===== src/sv/assert_macros.svh =====
// Assertion macros shared by the battery gauge RTL.
// Every macro samples on clk and is disabled while rst_n is low.
`ifndef ASSERT_MACROS_SVH
`define ASSERT_MACROS_SVH

// Check that an implication or plain property holds at every rising clock edge
`define ASSERT_CLK(name, prop, msg) \
    name: assert property (@(posedge clk) disable iff (!rst_n) (prop)) else $error(msg);

// Check that a condition never occurs
`define ASSERT_NEVER(name, cond, msg) \
    name: assert property (@(posedge clk) disable iff (!rst_n) !(cond)) else $error(msg);

`endif


===== src/sv/blgh_pkg.sv =====
// Package for the battery level gauge: transaction structs, config struct,
// band thresholds and register indexes. No dependencies.
`timescale 1ns / 1ps

package blgh_pkg;

    // Item kinds
    localparam logic KIND_READING = 1'b0;
    localparam logic KIND_TICK    = 1'b1;

    // Configuration register indexes
    localparam logic [1:0] CFG_EMPTY_THRESHOLD   = 2'd0;
    localparam logic [1:0] CFG_RECOVER_THRESHOLD = 2'd1;
    localparam logic [1:0] CFG_LOW_CONFIRM_COUNT = 2'd2;
    localparam logic [1:0] CFG_CHARGE_TIME_CAP   = 2'd3;

    // Configuration reset values
    localparam logic [11:0] EMPTY_THRESHOLD_RST   = 12'd1135;
    localparam logic [11:0] RECOVER_THRESHOLD_RST = 12'd1550;
    localparam logic [3:0]  LOW_CONFIRM_COUNT_RST = 4'd10;
    localparam logic [15:0] CHARGE_TIME_CAP_RST   = 16'd600;

    // Levels
    localparam logic [3:0] LVL_EMPTY = 4'd0;
    localparam logic [3:0] LVL_1     = 4'd1;
    localparam logic [3:0] LVL_2     = 4'd2;
    localparam logic [3:0] LVL_3     = 4'd3;
    localparam logic [3:0] LVL_4     = 4'd4;
    localparam logic [3:0] LVL_5     = 4'd5;
    localparam logic [3:0] LVL_6     = 4'd6;
    localparam logic [3:0] LVL_7     = 4'd7;
    localparam logic [3:0] LVL_8     = 4'd8;
    localparam logic [3:0] LVL_9     = 4'd9;
    localparam logic [3:0] LVL_10    = 4'd10;

    // Offset thresholds (reading minus empty threshold)
    localparam logic [11:0] D_LVL10      = 12'd420;
    localparam logic [11:0] D_LVL9       = 12'd410;
    localparam logic [11:0] D_LVL8_FLOOR = 12'd395;
    localparam logic [11:0] D_LVL8_RISE  = 12'd400;
    localparam logic [11:0] D_LVL8_HOLD  = 12'd405;
    localparam logic [11:0] D_LVL9_PROMO = 12'd406;
    localparam logic [11:0] D_LVL7_FLOOR = 12'd380;
    localparam logic [11:0] D_LVL7_KEEP  = 12'd390;
    localparam logic [11:0] D_LVL6_FLOOR = 12'd345;
    localparam logic [11:0] D_LVL6_KEEP  = 12'd375;
    localparam logic [11:0] D_LVL5_FLOOR = 12'd305;
    localparam logic [11:0] D_LVL5_KEEP  = 12'd340;
    localparam logic [11:0] D_LVL4_FLOOR = 12'd240;
    localparam logic [11:0] D_LVL4_KEEP  = 12'd300;
    localparam logic [11:0] D_LVL3_FLOOR = 12'd200;
    localparam logic [11:0] D_LVL3_KEEP  = 12'd235;
    localparam logic [11:0] D_LVL2_FLOOR = 12'd100;
    localparam logic [11:0] D_LVL2_KEEP  = 12'd190;
    localparam logic [11:0] D_LVL1_KEEP  = 12'd90;

    // Flash confirmation counter
    localparam logic [3:0] FLASH_AT  = 4'd10;
    localparam logic [3:0] FLASH_MAX = 4'd11;

    localparam logic [15:0] CHARGE_MAX = 16'hFFFF;

    typedef struct packed {
        logic        kind;
        logic [11:0] sample;
        logic        running;
        logic        charging;
    } item_t;

    typedef struct packed {
        logic [3:0] level;
        logic       low_battery;
        logic       flash_request;
    } result_t;

    typedef struct packed {
        logic [11:0] empty_threshold;
        logic [11:0] recover_threshold;
        logic [3:0]  low_confirm_count;
        logic [15:0] charge_time_cap;
    } cfg_t;

    // Level and charge timer proposed by the quantizer
    typedef struct packed {
        logic [3:0]  level;
        logic [15:0] charge;
    } quant_t;

endpackage


===== src/sv/blgh_quant.sv =====
// Offset quantizer with per-band hysteresis and level 8/9 charge timer rule.
// Depends on blgh_pkg.
`timescale 1ns / 1ps

module blgh_quant
    import blgh_pkg::*;
(
    input  logic [11:0] offset,
    input  logic [3:0]  level,
    input  logic [15:0] charge,
    input  logic [15:0] charge_time_cap,
    output quant_t      quant
);

    // Keep a higher level unless the offset dropped below the keep limit
    function automatic logic [3:0] band_level(input logic [3:0] cur, input logic [3:0] lvl,
                                              input logic below);
        logic [3:0] res;
        begin
            res = lvl;
            if (cur > lvl && !below)
            begin
                res = cur;
            end
            return res;
        end
    endfunction

    // Walk the bands from the top down
    always_comb
    begin
        quant.level  = level;
        quant.charge = charge;
        if (offset >= D_LVL10)
        begin
            quant.level = LVL_10;
        end
        else if (offset >= D_LVL9)
        begin
            quant.level = LVL_9;
        end
        else if (offset > D_LVL8_FLOOR)
        begin
            if (level < LVL_8)
            begin
                if (offset > D_LVL8_RISE)
                begin
                    quant.level = LVL_8;
                end
            end
            else if (charge == '0 && offset < D_LVL8_HOLD)
            begin
                quant.level = LVL_8;
            end
            // Promote a level stuck at 8 once the charge timer passes the cap
            if (charge != '0 && offset > D_LVL9_PROMO && charge > charge_time_cap)
            begin
                quant.charge = charge_time_cap;
                quant.level  = LVL_9;
            end
        end
        else if (offset > D_LVL7_FLOOR)
        begin
            quant.level  = band_level(level, LVL_7, offset < D_LVL7_KEEP);
            quant.charge = '0;
        end
        else if (offset > D_LVL6_FLOOR)
        begin
            quant.level  = band_level(level, LVL_6, offset < D_LVL6_KEEP);
            quant.charge = '0;
        end
        else if (offset > D_LVL5_FLOOR)
        begin
            quant.level  = band_level(level, LVL_5, offset < D_LVL5_KEEP);
            quant.charge = '0;
        end
        else if (offset > D_LVL4_FLOOR)
        begin
            quant.level  = band_level(level, LVL_4, offset < D_LVL4_KEEP);
            quant.charge = '0;
        end
        else if (offset > D_LVL3_FLOOR)
        begin
            quant.level  = band_level(level, LVL_3, offset < D_LVL3_KEEP);
            quant.charge = '0;
        end
        else if (offset > D_LVL2_FLOOR)
        begin
            quant.level  = band_level(level, LVL_2, offset < D_LVL2_KEEP);
            quant.charge = '0;
        end
        else if (offset != '0)
        begin
            quant.level  = band_level(level, LVL_1, offset < D_LVL1_KEEP);
            quant.charge = '0;
        end
    end

endmodule


===== src/sv/blgh_state.sv =====
// Gauge state (level, low/flash counters, charge timer) and per-item update.
// Depends on blgh_pkg, blgh_quant and assert_macros.svh.
`timescale 1ns / 1ps
`include "assert_macros.svh"

module blgh_state
    import blgh_pkg::*;
(
    input  logic    clk,
    input  logic    rst_n,
    input  logic    step,
    input  item_t   item,
    input  cfg_t    cfg,
    output result_t result
);

    logic [3:0]  level_reg, level_next;
    logic [3:0]  low_counter_reg, low_counter_next;
    logic [3:0]  flash_counter_reg, flash_counter_next;
    logic [15:0] charge_reg, charge_next;

    logic [3:0]  confirm;
    logic [4:0]  low_inc;
    logic [3:0]  flash_inc;
    logic [3:0]  flash_cnt;
    logic        flash;
    logic        above_recover;
    logic        below_empty;
    logic [11:0] offset;
    quant_t      quant;

    // Treat a zero confirm count as one
    assign confirm = (cfg.low_confirm_count == '0) ? 4'd1 : cfg.low_confirm_count;

    assign above_recover = item.sample > cfg.recover_threshold;
    assign below_empty   = item.sample < cfg.empty_threshold;
    assign offset        = below_empty ? '0 : item.sample - cfg.empty_threshold;
    assign low_inc       = {1'b0, low_counter_reg} + 5'd1;
    assign flash_inc     = flash_counter_reg + 4'd1;

    blgh_quant u_quant (
        .offset          (offset),
        .level           (level_reg),
        .charge          (charge_reg),
        .charge_time_cap (cfg.charge_time_cap),
        .quant           (quant)
    );

    // Work out the next state for the current item
    always_comb
    begin
        level_next         = level_reg;
        low_counter_next   = low_counter_reg;
        flash_counter_next = flash_counter_reg;
        charge_next        = charge_reg;
        flash              = 1'b0;
        flash_cnt          = flash_counter_reg;
        if (item.kind == KIND_TICK)
        begin
            // Count charge time at level 8, drop it when unplugged
            if (item.charging)
            begin
                if (level_reg == LVL_8 && charge_reg != CHARGE_MAX)
                begin
                    charge_next = charge_reg + 16'd1;
                end
            end
            else
            begin
                charge_next = '0;
            end
        end
        else if (above_recover)
        begin
            low_counter_next = '0;
            level_next       = quant.level;
            charge_next      = quant.charge;
        end
        else if (below_empty)
        begin
            if (low_inc < {1'b0, confirm})
            begin
                low_counter_next = low_inc[3:0];
            end
            else
            begin
                // Low battery confirmed: force empty and, while running, advance flash count
                low_counter_next = confirm;
                level_next       = LVL_EMPTY;
                if (item.running)
                begin
                    flash_cnt = flash_inc;
                    flash     = (flash_inc == FLASH_AT);
                end
                flash_counter_next = (flash_cnt > FLASH_MAX) ? FLASH_MAX : flash_cnt;
            end
        end
        else
        begin
            low_counter_next   = '0;
            flash_counter_next = '0;
            level_next         = quant.level;
            charge_next        = quant.charge;
        end
    end

    assign result.level         = level_next;
    assign result.low_battery   = (low_counter_next != '0) && (low_counter_next >= confirm);
    assign result.flash_request = flash;

    // Hold state, advance on each processed transaction
    always_ff @(posedge clk or negedge rst_n)
    begin
        if (!rst_n)
        begin
            level_reg         <= LVL_EMPTY;
            low_counter_reg   <= '0;
            flash_counter_reg <= '0;
            charge_reg        <= '0;
        end
        else if (step)
        begin
            level_reg         <= level_next;
            low_counter_reg   <= low_counter_next;
            flash_counter_reg <= flash_counter_next;
            charge_reg        <= charge_next;
        end
    end

    `ASSERT_NEVER(a_level_range, level_reg > LVL_10, "level register above 10")
    `ASSERT_NEVER(a_flash_sat, flash_counter_reg > FLASH_MAX, "flash counter past saturation")
    `ASSERT_CLK(a_flash_low, step && result.flash_request |-> result.low_battery && result.level == LVL_EMPTY, "flash request without confirmed low battery")
    `ASSERT_CLK(a_tick_level, step && item.kind == KIND_TICK |=> level_reg == $past(level_reg), "tick changed the level")

endmodule


===== src/sv/battery_level_gauge_hysteresis.sv =====
// Battery level gauge: one transaction per clock cycle on the item channel while the
// result side keeps up; a held-off result_ready stalls it. Each item passes the input
// register, then the result register, before its result can be taken.
// The rate is set by the update of the level/counter/timer state, which
// each item reads and writes in the cycle it leaves the input register. The result
// register lets a new item enter while a finished result waits to be taken. The
// configuration port is always ready; write it only while no item is in flight.
`timescale 1ns / 1ps
`include "assert_macros.svh"

module battery_level_gauge_hysteresis
    import blgh_pkg::*;
(
    input  logic        clk,
    input  logic        rst_n,
    input  logic        item_valid,
    output logic        item_ready,
    input  item_t       item,
    output logic        result_valid,
    input  logic        result_ready,
    output result_t     result,
    input  logic        cfg_valid,
    output logic        cfg_ready,
    input  logic [1:0]  cfg_index,
    input  logic [15:0] cfg_data
);

    logic    stage_valid_reg;
    item_t   stage_item_reg;
    logic    result_valid_reg;
    result_t result_reg;
    cfg_t    cfg_reg;
    logic    advance;
    result_t step_result;

    // Move the staged item into the result register when that slot frees up
    assign advance      = stage_valid_reg && (!result_valid_reg || result_ready);
    assign item_ready   = !stage_valid_reg || advance;
    assign cfg_ready    = 1'b1;
    assign result_valid = result_valid_reg;
    assign result       = result_reg;

    blgh_state u_state (
        .clk    (clk),
        .rst_n  (rst_n),
        .step   (advance),
        .item   (stage_item_reg),
        .cfg    (cfg_reg),
        .result (step_result)
    );

    // Hold configuration registers
    always_ff @(posedge clk or negedge rst_n)
    begin
        if (!rst_n)
        begin
            cfg_reg.empty_threshold   <= EMPTY_THRESHOLD_RST;
            cfg_reg.recover_threshold <= RECOVER_THRESHOLD_RST;
            cfg_reg.low_confirm_count <= LOW_CONFIRM_COUNT_RST;
            cfg_reg.charge_time_cap   <= CHARGE_TIME_CAP_RST;
        end
        else if (cfg_valid && cfg_ready)
        begin
            case (cfg_index)
                CFG_EMPTY_THRESHOLD:   cfg_reg.empty_threshold   <= cfg_data[11:0];
                CFG_RECOVER_THRESHOLD: cfg_reg.recover_threshold <= cfg_data[11:0];
                CFG_LOW_CONFIRM_COUNT: cfg_reg.low_confirm_count <= cfg_data[3:0];
                CFG_CHARGE_TIME_CAP:   cfg_reg.charge_time_cap   <= cfg_data;
                default:               cfg_reg                   <= cfg_reg;
            endcase
        end
    end

    // Input register: take a transaction whenever the stage empties
    always_ff @(posedge clk or negedge rst_n)
    begin
        if (!rst_n)
        begin
            stage_valid_reg <= 1'b0;
        end
        else if (item_ready)
        begin
            stage_valid_reg <= item_valid;
        end
    end

    always_ff @(posedge clk)
    begin
        if (item_valid && item_ready)
        begin
            stage_item_reg <= item;
        end
    end

    // Result register: load on advance, drop once taken
    always_ff @(posedge clk or negedge rst_n)
    begin
        if (!rst_n)
        begin
            result_valid_reg <= 1'b0;
        end
        else if (advance)
        begin
            result_valid_reg <= 1'b1;
        end
        else if (result_ready)
        begin
            result_valid_reg <= 1'b0;
        end
    end

    always_ff @(posedge clk)
    begin
        if (advance)
        begin
            result_reg <= step_result;
        end
    end

    `ASSERT_CLK(a_empty_ready, !stage_valid_reg |-> item_ready, "empty stage not ready")
    `ASSERT_CLK(a_accept_staged, item_valid && item_ready |=> stage_valid_reg, "item not staged")
    `ASSERT_CLK(a_advance_result, advance |=> result_valid_reg, "no result after advance")

endmodule


===== config.mk =====
export PLATFORM = sky130hd
export DESIGN_NAME = battery_level_gauge_hysteresis
export DESIGN_NICKNAME = d
export VERILOG_FILES = /design/src/sv/blgh_pkg.sv /design/src/sv/blgh_quant.sv /design/src/sv/blgh_state.sv /design/src/sv/battery_level_gauge_hysteresis.sv
export VERILOG_INCLUDE_DIRS = /design/src /design/src/sv
export SDC_FILE = /design/constraint.sdc
export NUM_CORES = 1
export LEC_CHECK = 0
export BUFFER_PORTS_ARGS = -buffer_cell sky130_fd_sc_hd__buf_2
export CORE_MARGIN = 5
export CORE_UTILIZATION = 55
export DETAILED_ROUTE_END_ITERATION = 10
export PLACE_DENSITY = 0.77
export SYNTH_ARGS = -nofsm -noshare
export SYNTH_HDL_FRONTEND = slang
export SYNTH_SLANG_ARGS = --single-unit

===== constraint.sdc =====
create_clock -name clk -period 3.8 [get_ports clk]
set_clock_uncertainty 0.1 [all_clocks]
set_input_delay 0.19 -clock clk [delete_from_list [all_inputs] [get_ports clk]]
set_output_delay 0.19 -clock clk [all_outputs]
set_load 0.02 [all_outputs]

==> flow_metrics.tcl, run 1 <==
set metrics [dict create \
    status "complete, but fails checks" \
    violations "negative setup slack" \
    share_clk_of_total_power_pct 16.3 \
    finalCoreUtilization_pct 74.5 \
    tritoncts_num_sinks 95 \
    finalSetupTns_ps -4.25 \
    p_comb_share_pct 56.7 \
    avgSynthCellArea_um2 8.88 \
    avgRoutedWirePerCell_um 20.1 \
    die_w_um 124 \
    critical_path_cell_list "inv_2 > ha_4 > fa_2 > nand2b_4 > a21o_4 > a211oi_4 > buf_4 > buf_6 > o211ai_1 > buf_4 > o31a_1 > o211ai_1 > nor2_1 > and3_1 > a31o_2 > o31ai_2" \
    largest_reg_flops 44 \
    antenna_violations_before_repair 0 \
    edff_count_synth 21 \
    count_of_vias_placed_by_the_detailed_router 7444 \
    grt.overflow.total 0 \
    power.share.sequential_pct 27.0 \
    slowest_stage "sky130_fd_sc_hd__fa_2" \
    die_height_um 124 \
    cp_data_required_time_ps 3880 \
    place.gp.congestion 0.976 \
    internal_power_mw 3.10 \
    syn_to_final_growth_pct 32.0 \
    synth_seq_area_share_pct 35.1 \
    power_per_cell_area_nw_per_um2 573 \
    post-synth-top-area-cell "sky130_fd_sc_hd__dfrtp_1" \
    ir_drop_mv 0.391 \
    max-slew-margin-rel_pct 41.8 \
    grt_first_pass_wirelength_um 35800 \
    synth.cell_area_um2 7150 \
    worst_setup_path_end_kind "register" \
    yosys_warnings 0 \
    numCtsBuffers 9 \
    layout_worst_path_cycle_share_pct 100 \
    synth_top_cells_by_count "sky130_fd_sc_hd__o21ai_0, sky130_fd_sc_hd__nand2_1, sky130_fd_sc_hd__dfrtp_1" \
    static-leakage-power_nw 4.14 \
    detailed_place.area_um2 8280 \
    drive_gt1_share_pct 33.0 \
    clock_tree.buffer_depth 2 \
    worst_path_largest_cell_delay_ps 350 \
    drc 0 \
    first_global_vias 7107 \
    cap_viol_max_count 0 \
    global_route.usage.total_pct 30.1 \
    timing.final.max_slew_violations 0 \
    layout.cell_area.non_filler_um2 9430 \
    finalHoldViolations 0 \
    grt_start_max_net_pins 58 \
    io_pins 47 \
    cts-root-buf "sky130_fd_sc_hd__clkbuf_16" \
    dpl.hpwl_um 16600 \
    timing.final.setup_violations 1 \
    n_antenna_cell 0 \
    via_per_inst 6.41 \
    detailedRoute.firstPassIterationCount 6 \
    p_sw_mw 2.30 \
    netlist_top_cells_area "sky130_fd_sc_hd__dfrtp_1, sky130_fd_sc_hd__ha_1, sky130_fd_sc_hd__edfxtp_1" \
    crit_arrival_ps 3880 \
    setup_ws_ps -4.25 \
    distinct_cells_synth 82 \
    cts_tree "done" \
    hp-class "input pin to register" \
    achievable-frequency_ghz 0.263 \
    routed_wl_um 23300 \
    dr.first_iter.drc_count 917 \
    initial_core_util_pct 56.4 \
    sequential_cell_area_um2 2500 \
    fin_cells 1161 \
    synth.most_common_cell "sky130_fd_sc_hd__o21ai_0" \
    power.share.switching_pct 42.6 \
    synth_nets 896 \
    placementRows 41 \
    ys_dominant_reg_cell "sky130_fd_sc_hd__dfrtp_1" \
    clock_insertion_delay_worst_skew_ps 360 \
    clk_pin_slew_ps 70 \
    filler_cell_count 912 \
    drt.antenna.violating_nets 0 \
    place_inst 1103 \
    post-route-min-period_ps 3800 \
    critical_path.startpoint_type "register" \
    pre_cts_slack_ps -430 \
    critical_path.top_delay_family "compound AO/OA/AOI/OAI gates" \
    synth-async-reset-ratio_pct 77.9 \
    crit_fanout 4 \
    synthCells 805 \
    cts_htree_levels 3 \
    max_slew.worst_pin.slew_ps 870 \
    timing_worst_setup_path_type "register to register" \
    core-area_um2 12700 \
    yosys_register_bits 95 \
    layout_net_count 1075 \
    area_of_the_multi_input_gates_um2 4760 \
    place.port_buffers 45 \
    timing.critical_path.buf_inv 4 \
    floorplan.die_area_um2 15400 \
    yosys.area.top_type_share_pct 19.6 \
    grt_setup_unrepaired "yes" \
]
-- through the flow --
stage               hold slack [ps]  total power, mW
floorplan                      -206             3.00
global placement               51.3             3.96
detailed placement             52.7             4.05
CTS                            17.2             5.07
global route                   18.7             5.71
finish                         16.1             5.41
-- worst register-to-register path: stages (launching register included) --
cell	delay [ps]
sky130_fd_sc_hd__edfxtp_1	340
sky130_fd_sc_hd__inv_2	50
sky130_fd_sc_hd__ha_4	160
sky130_fd_sc_hd__fa_2	350
sky130_fd_sc_hd__nand2b_4	160
sky130_fd_sc_hd__a21o_4	230
sky130_fd_sc_hd__a211oi_4	270
sky130_fd_sc_hd__buf_4	160
sky130_fd_sc_hd__buf_6	100
sky130_fd_sc_hd__o211ai_1	170
sky130_fd_sc_hd__buf_4	210
sky130_fd_sc_hd__o31a_1	270
sky130_fd_sc_hd__o211ai_1	250
sky130_fd_sc_hd__nor2_1	110
sky130_fd_sc_hd__and3_1	210
sky130_fd_sc_hd__a31o_2	230
sky130_fd_sc_hd__o31ai_2	260
-- power by group through the flow --
stage / registers [mW] / clock network (mW) / logic, mW
CTS: 1.44 / 0.889 / 2.74
detailed placement: 1.46 / 0 / 2.59
global placement: 1.44 / 0 / 2.51
global route: 1.47 / 0.933 / 3.30
floorplan: 1.39 / 0 / 1.61
finish: 1.46 / 0.884 / 3.06
-- cell type report --
cell class	instances	area share [%]
clock inverter	6	0.570
timing repair buffer	198	15.5
sequential	95	26.6
inverter	55	2.19
clock buffer	10	2.43
multi-input combinational	625	50.4
tap	172	2.28
-- final timing paths --
path                                             startpoint                          endpoint  slack (ps)  depth (start not counted)
worst max-delay path            stage_item_reg[2]$_DFFE_PP_               result[3]$_DFFE_PP_          -4                         16
worst min-delay path                            cfg_data[8]           cfg_reg[40]$_DFFE_PN0P_          20                          3
worst max register to register  stage_item_reg[2]$_DFFE_PP_               result[3]$_DFFE_PP_          -4                         16
worst min register to register      cfg_reg[28]$_DFFE_PN0P_           cfg_reg[28]$_DFFE_PN0P_         410                          1
max in group asynchronous                             rst_n           cfg_reg[14]$_DFFE_PN0P_        2280                          3
min in group asynchronous                             rst_n  u_state.level_reg[2]$_DFFE_PN0P_         220                          2
-- cells in the final DEF (no fill, tap or decap), types with 6 or more instances in the layout --
cell type and count:
sky130_fd_sc_hd__nor3_1 18, sky130_fd_sc_hd__a22oi_1 6, sky130_fd_sc_hd__o21ai_0 65, sky130_fd_sc_hd__a21oi_1 45, sky130_fd_sc_hd__dfrtp_1 56, sky130_fd_sc_hd__a21o_1 14
sky130_fd_sc_hd__nand2b_1 9, sky130_fd_sc_hd__ha_1 46, sky130_fd_sc_hd__or3_1 7, sky130_fd_sc_hd__edfxtp_1 21, sky130_fd_sc_hd__o21ai_1 9, sky130_fd_sc_hd__dlygate4sd3_1 26
sky130_fd_sc_hd__o21a_1 7, sky130_fd_sc_hd__nand2_1 65, sky130_fd_sc_hd__inv_1 53, sky130_fd_sc_hd__buf_4 122, sky130_fd_sc_hd__nor2b_1 9, sky130_fd_sc_hd__o22ai_2 10
sky130_fd_sc_hd__a31oi_1 13, sky130_fd_sc_hd__nand3_1 21, sky130_fd_sc_hd__nor4_1 9, sky130_fd_sc_hd__nand4_1 13, sky130_fd_sc_hd__dfstp_2 18, sky130_fd_sc_hd__clkbuf_16 9
sky130_fd_sc_hd__and3_1 12, sky130_fd_sc_hd__nor2_1 46, sky130_fd_sc_hd__mux2_2 34, sky130_fd_sc_hd__a21oi_2 6, sky130_fd_sc_hd__buf_2 45, sky130_fd_sc_hd__xnor2_1 6
sky130_fd_sc_hd__o211ai_1 12
-- routing by layer --
layer,part of all wire (%),GRT usage [%]
met3,8.7,5.99
met2,49,50.6
met4,2.8,8.21
met5,0,0
met1,40,39.7
-- repair_timing --
action                                  CTS  global route
gates cloned                              0             1
hold buffers                             26             0
endpoints found under the setup margin   23            25
hold endpoints to repair                 40             0
resized for setup                        27            77
pin swaps                                 6            17
setup buffers                             6             9
-- cells by family after synthesis --
logic type               count (synthesis)  share of synthesized area (%)
AO/OA/AOI/OAI                          266                           24.5
buffers and inverters                   85                           5.15
AND/OR/NAND/NOR                        250                           17.8
other                                    1                         0.0525
XOR/XNOR                                15                           1.84
flip-flops                              95                           35.1
adder cells (fa/ha/maj)                 53                           9.39
multiplexers                            40                           6.20
Power figures use the tool's default switching activity.
==> inputs of run 2 (changes only) <==
Settings changed: BUFFER_PORTS_ARGS -buffer_cell sky130_fd_sc_hd__buf_2 to not set, CTS_BUF_LIST set to sky130_fd_sc_hd__clkbuf_4 sky130_fd_sc_hd__clkbuf_8, DONT_BUFFER_PORTS set to 1, PLACE_DENSITY 0.77 to 0.74, SLEW_MARGIN set to 20.
==> run 2 against run 1 <==
  * The run still ends with negative setup slack left
  * Sequential power about the same
  * Clock power down 21%
  * Non-clock buffer count down 42
  * Die area unchanged
  * Combinational power about the same
  * Critical endpoint is now u_state.charge_reg[1]$_DFFE_PN0P_
==> flow_metrics.tcl, run 2 (synthesis gave the netlist of run 1 again) <==
set metrics [dict create \
    max_slew.worst_pin.slew_ps 939 \
    antenna_violations_before_repair 0 \
    layout_worst_path_cycle_share_pct 101 \
    place.gp.congestion 0.970 \
    finalHoldViolations 0 \
    clock_insertion_delay_worst_skew_ps 410 \
    layout_net_count 1033 \
    avgRoutedWirePerCell_um 20.7 \
    die_w_um 124 \
    filler_cell_count 906 \
    syn_to_final_growth_pct 29.6 \
    numCtsBuffers 9 \
    detailedRoute.firstPassIterationCount 5 \
    hp-class "input pin to register" \
    crit_fanout 7 \
    pre_cts_slack_ps -164 \
    fin_cells 1119 \
    mostFrequentLayoutCells "sky130_fd_sc_hd__buf_4, sky130_fd_sc_hd__o21ai_0, sky130_fd_sc_hd__nand2_1, sky130_fd_sc_hd__dfrtp_1, sky130_fd_sc_hd__inv_1" \
    ir_drop_mv 0.377 \
    achievable-frequency_ghz 0.261 \
    max-slew-margin-rel_pct 37.4 \
    cap_viol_max_count 0 \
    crit_arrival_ps 4020 \
    cts_tree "done" \
    cts_htree_levels 3 \
    violations "negative setup slack" \
    critical_path.startpoint_type "register" \
    global_route.usage.total_pct 30.4 \
    placementRows 41 \
    grt_setup_unrepaired "yes" \
    io_pins 47 \
    initial_core_util_pct 56.4 \
    setup_ws_ps -32.6 \
    total_power_mw 5.21 \
    worst_setup_path_end_kind "register" \
    cp_data_required_time_ps 3990 \
    timing_worst_setup_path_type "register to register" \
    clock_tree.buffer_depth 2 \
    floorplan.die_area_um2 15400 \
    timing.final.setup_violations 5 \
    via_per_inst 6.44 \
    tritoncts_num_sinks 95 \
    layout.cells.most_common "sky130_fd_sc_hd__buf_4" \
    timing.final.max_slew_violations 0 \
    n_antenna_cell 0 \
    grt_first_pass_wirelength_um 36400 \
    grt_start_max_net_pins 75 \
    cts-root-buf "sky130_fd_sc_hd__clkbuf_8" \
    dr.first_iter.drc_count 732 \
    first_global_vias 7020 \
    dpl.hpwl_um 16200 \
    static-leakage-power_nw 3.97 \
    largest_reg_flops 44 \
    count_of_vias_placed_by_the_detailed_router 7201 \
    grt.overflow.total 0 \
    clk_pin_slew_ps 110 \
    core-area_um2 12700 \
    routed_wl_um 23200 \
    drt.antenna.violating_nets 0 \
    die_height_um 124 \
    power_per_cell_area_nw_per_um2 563 \
    drive_gt1_share_pct 29.3 \
    status "complete, but fails checks" \
    place_inst 1050 \
    place.port_buffers 0 \
    post-route-min-period_ps 3830 \
    drc 0 \
]
[run 2: cell types whose count changed in the layout (fill, tap and decap cells not counted), moves of 3 or more]
cell                            previous run  this run
sky130_fd_sc_hd__buf_2                    45         0
sky130_fd_sc_hd__buf_4                   122       112
sky130_fd_sc_hd__nand3_1                  21        18
sky130_fd_sc_hd__clkbuf_8                  0        11
sky130_fd_sc_hd__dlygate4sd3_1            26        34
sky130_fd_sc_hd__buf_6                     4         7
sky130_fd_sc_hd__o22ai_2                  10         7
sky130_fd_sc_hd__o22ai_1                   5         8
sky130_fd_sc_hd__clkbuf_16                 9         0
[run 2: layout make-up]
class	instances	area, µm²	area share (%)
inverters	55	206	2.23
flip-flops and latches	95	2500	27.0
clock buffers	11	151	1.63
well taps	172	215	2.32
clock inverters	5	46.3	0.500
multi-input cells	625	4810	51.9
repair buffers	156	1330	14.3
[run 2: timing repair]
| action | in CTS | in global routing |
|---|---|---|
| setup endpoints to repair | 24 | 25 |
| setup buffers | 2 | 20 |
| gates resized for setup | 29 | 85 |
| hold endpoints to repair | 135 | 0 |
| hold buffers | 35 | 0 |
| pin swaps | 9 | 43 |
[run 2: metal layers]
metal | GRT usage [%] | share of wire, % | up-vias
li1 | - | - | 3290
met1 | 41.2 | 42 | 3515
met2 | 49.6 | 48 | 352
met3 | 6.54 | 8.2 | 44
met4 | 8.08 | 2.0 | 0
met5 | 0 | 0 | -
[run 2: critical path, cell delays in order, from the launching register on]
cell and delay (ps):
sky130_fd_sc_hd__edfxtp_1 350, sky130_fd_sc_hd__inv_2 50, sky130_fd_sc_hd__ha_4 160, sky130_fd_sc_hd__fa_2 340
sky130_fd_sc_hd__nand2b_4 160, sky130_fd_sc_hd__a21o_4 220, sky130_fd_sc_hd__a211oi_4 320, sky130_fd_sc_hd__nor2_4 80
sky130_fd_sc_hd__buf_6 130, sky130_fd_sc_hd__nor4_4 340, sky130_fd_sc_hd__a211oi_4 110, sky130_fd_sc_hd__a221o_1 360
sky130_fd_sc_hd__a2111o_1 490, sky130_fd_sc_hd__a21o_1 230, sky130_fd_sc_hd__buf_12 150, sky130_fd_sc_hd__mux2i_1 110
[run 2: final timing paths]
path,cells past startpoint,endpoint,slack (ps),startpoint
worst max-delay path,15,u_state.charge_reg[1]$_DFFE_PN0P_,-30,stage_item_reg[2]$_DFFE_PP_
worst min-delay path,2,cfg_reg[19]$_DFFE_PN1P_,60,cfg_index[1]
worst max register to register,15,u_state.charge_reg[1]$_DFFE_PN0P_,-30,stage_item_reg[2]$_DFFE_PP_
worst min register to register,1,result_valid$_DFFE_PN0P_,400,stage_valid_reg$_DFFE_PN0N_
max in group asynchronous,2,cfg_reg[37]$_DFFE_PN1P_,2960,rst_n
min in group asynchronous,2,cfg_reg[20]$_DFFE_PN0P_,280,rst_n
[run 2: stage by stage]
stage / hold WS, ps / util, % / cell area (µm²) / TNS [ps]
final: 56.6 / 73.1 / 9260 / -99.0
after global routing: 58.7 / 73.1 / 9260 / -2200
after CTS: 38.7 / 68.9 / 8730 / -22.8
after detailed placement: -203 / 63.2 / 8000 / -2060
after global placement: -204 / 63.2 / 8000 / -160
after floorplan: -206 / - / 7150 / -5.74
[run 2: power by group]
part / total (mW) / internal, mW / switching [mW]
registers: 1.48 / 1.25 / 0.224
clock network: 0.696 / 0.287 / 0.409
logic: 3.04 / 1.39 / 1.65
total: 5.21 / 2.93 / 2.29
==> inputs of run 3 (changes only) <==
Settings changed: CORE_ASPECT_RATIO set to 0.9.
==> run 3 against run 2 <==
  * The run still ends with negative setup slack left
  * Core utilization fell by 2.0 points
  * Die area about the same
  * Cell count decreased by 0.98%
==> flow_metrics.tcl, run 3 (synthesis gave the netlist of run 1 again) <==
set metrics [dict create \
    finalHoldViolations 0 \
    fin_cells 1108 \
    tritoncts_num_sinks 95 \
    grt_first_pass_wirelength_um 36300 \
    hold_path_depth 2 \
    routed_wl_um 23100 \
    global_route.usage.total_pct 29.3 \
    place.gp.congestion 1.02 \
    dpl.hpwl_um 16500 \
    layout.cells.most_common "sky130_fd_sc_hd__buf_4" \
    drt.antenna.violating_nets 0 \
    cts_tree "done" \
    io_pins 47 \
    post-route-min-period_ps 3850 \
    mostFrequentLayoutCells "sky130_fd_sc_hd__buf_4, sky130_fd_sc_hd__o21ai_0, sky130_fd_sc_hd__nand2_1, sky130_fd_sc_hd__dfrtp_1, sky130_fd_sc_hd__inv_1" \
    syn_to_final_growth_pct 26.7 \
    first_global_vias 7041 \
    clock_insertion_delay_worst_skew_ps 380 \
    power_per_cell_area_nw_per_um2 563 \
    cts_htree_levels 3 \
    cp_data_required_time_ps 3960 \
    core-area_um2 12700 \
    crit_arrival_ps 4010 \
    timing.final.setup_violations 17 \
    drive_gt1_share_pct 27.8 \
    setup_ws_ps -49.3 \
    placementRows 39 \
    max_slew.worst_pin.slew_ps 944 \
    whs_ps 80.9 \
    layout_net_count 1030 \
    dr.first_iter.drc_count 816 \
    violations "negative setup slack" \
    status "complete, but fails checks" \
    layout_worst_path_cycle_share_pct 101 \
    hold_start "result_ready" \
    detailed_place.area_um2 8040 \
    largest_reg_flops 44 \
    clock_tree.buffer_depth 2 \
    ff_to_ff_start "stage_item_reg[2]$_DFFE_PP_" \
    critical_path.startpoint_type "register" \
    n_antenna_cell 0 \
    via_per_inst 6.52 \
    die_w_um 130 \
    max-slew-margin-rel_pct 36.9 \
    timing_worst_setup_path_type "register to register" \
    crit_fanout 13 \
    avgRoutedWirePerCell_um 20.9 \
    worst_setup_path_end_kind "register" \
    setup.reg_to_reg.worst_slack_ps -50 \
    die_height_um 118 \
    floorplan.die_area_um2 15400 \
    numCtsBuffers 9 \
    initial_core_util_pct 56.1 \
    static-leakage-power_nw 3.92 \
    place.port_buffers 0 \
    reg2reg_to "u_state.charge_reg[14]$_DFFE_PN0P_" \
    timing.final.max_slew_violations 0 \
    finalCoreUtilization_pct 71.1 \
    cts-root-buf "sky130_fd_sc_hd__clkbuf_8" \
    place_inst 1050 \
    reg2regPathDepth 15 \
    cap_viol_max_count 0 \
    antenna_violations_before_repair 0 \
    hp-class "input pin to register" \
    clk_pin_slew_ps 110 \
    grt.overflow.total 0 \
    hold_end "stage_valid_reg$_DFFE_PN0N_" \
    achievable-frequency_ghz 0.260 \
    detailedRoute.firstPassIterationCount 5 \
    ir_drop_mv 0.331 \
    count_of_vias_placed_by_the_detailed_router 7223 \
    drc 0 \
    total_power_mw 5.10 \
    grt_start_max_net_pins 75 \
    layout.cell_area.non_filler_um2 9050 \
    grt_setup_unrepaired "yes" \
]
[run 3: repair_timing]
item	CTS	global route
hold buffers	35	0
hold endpoints to repair	135	0
endpoints found under the setup margin	24	25
pin swaps	12	27
setup buffers	3	5
cloned	0	0
gates resized for setup	25	57
[run 3: routing by layer]
layer,part of all wire [%],vias to the layer above,track usage [%]
li1,-,3283,-
met4,2.5,0,7.66
met5,0,-,0
met2,47,385,45.7
met3,7.7,64,5.19
met1,43,3491,42.1
[run 3: stage by stage]
| step | setup WS, ps | TNS [ps] |
|---|---|---|
| floorplan | -5.74 | -5.74 |
| global placement | -248 | -3720 |
| detailed placement | -512 | -7680 |
| CTS | 0.373 | 0 |
| global route | -168 | -2600 |
| finish | -49.3 | -480 |
[run 3: area by class of cell]
class                   instances  area, µm²
clock inverters                 6       60.1
inverters                      55        206
clock buffers                  10        131
multi-input cells             625       4660
fillers                       954       3680
flip-flops and latches         95       2500
repair buffers                153       1280
well taps                     164        205
[run 3: worst max-delay path by stage]
stage                                      startpoint                            endpoint  slack [ps]  cells past startpoint
after floorplan               cfg_reg[42]$_DFFE_PN1P_                 result[1]$_DFFE_PP_          -6                     16
after global placement    stage_item_reg[2]$_DFFE_PP_  u_state.charge_reg[14]$_DFFE_PN0P_        -250                     14
after detailed placement  stage_item_reg[2]$_DFFE_PP_  u_state.charge_reg[14]$_DFFE_PN0P_        -510                     14
after CTS                     cfg_reg[42]$_DFFE_PN1P_                 result[1]$_DFFE_PP_         0.4                     16
after global routing      stage_item_reg[2]$_DFFE_PP_   u_state.charge_reg[1]$_DFFE_PN0P_        -170                     15
final                     stage_item_reg[2]$_DFFE_PP_  u_state.charge_reg[14]$_DFFE_PN0P_         -50                     15
[run 3: critical path, stage by stage (launching register included)]
cell and delay (ps):
sky130_fd_sc_hd__edfxtp_1 360, sky130_fd_sc_hd__inv_2 60, sky130_fd_sc_hd__ha_4 160, sky130_fd_sc_hd__fa_2 350
sky130_fd_sc_hd__nand2b_4 170, sky130_fd_sc_hd__a21o_4 250, sky130_fd_sc_hd__a211oi_4 310, sky130_fd_sc_hd__nor2_4 80
sky130_fd_sc_hd__buf_4 170, sky130_fd_sc_hd__nor3_2 200, sky130_fd_sc_hd__nand4_1 150, sky130_fd_sc_hd__a221o_1 400
sky130_fd_sc_hd__a2111o_1 490, sky130_fd_sc_hd__nor2_1 160, sky130_fd_sc_hd__buf_6 210, sky130_fd_sc_hd__o22ai_2 110
[run 3: power by group]
part           internal [mW]  switching, mW
Sequential              1.25          0.218
Combinational           1.35           1.60
Clock                  0.264          0.414
Total                   2.87           2.23
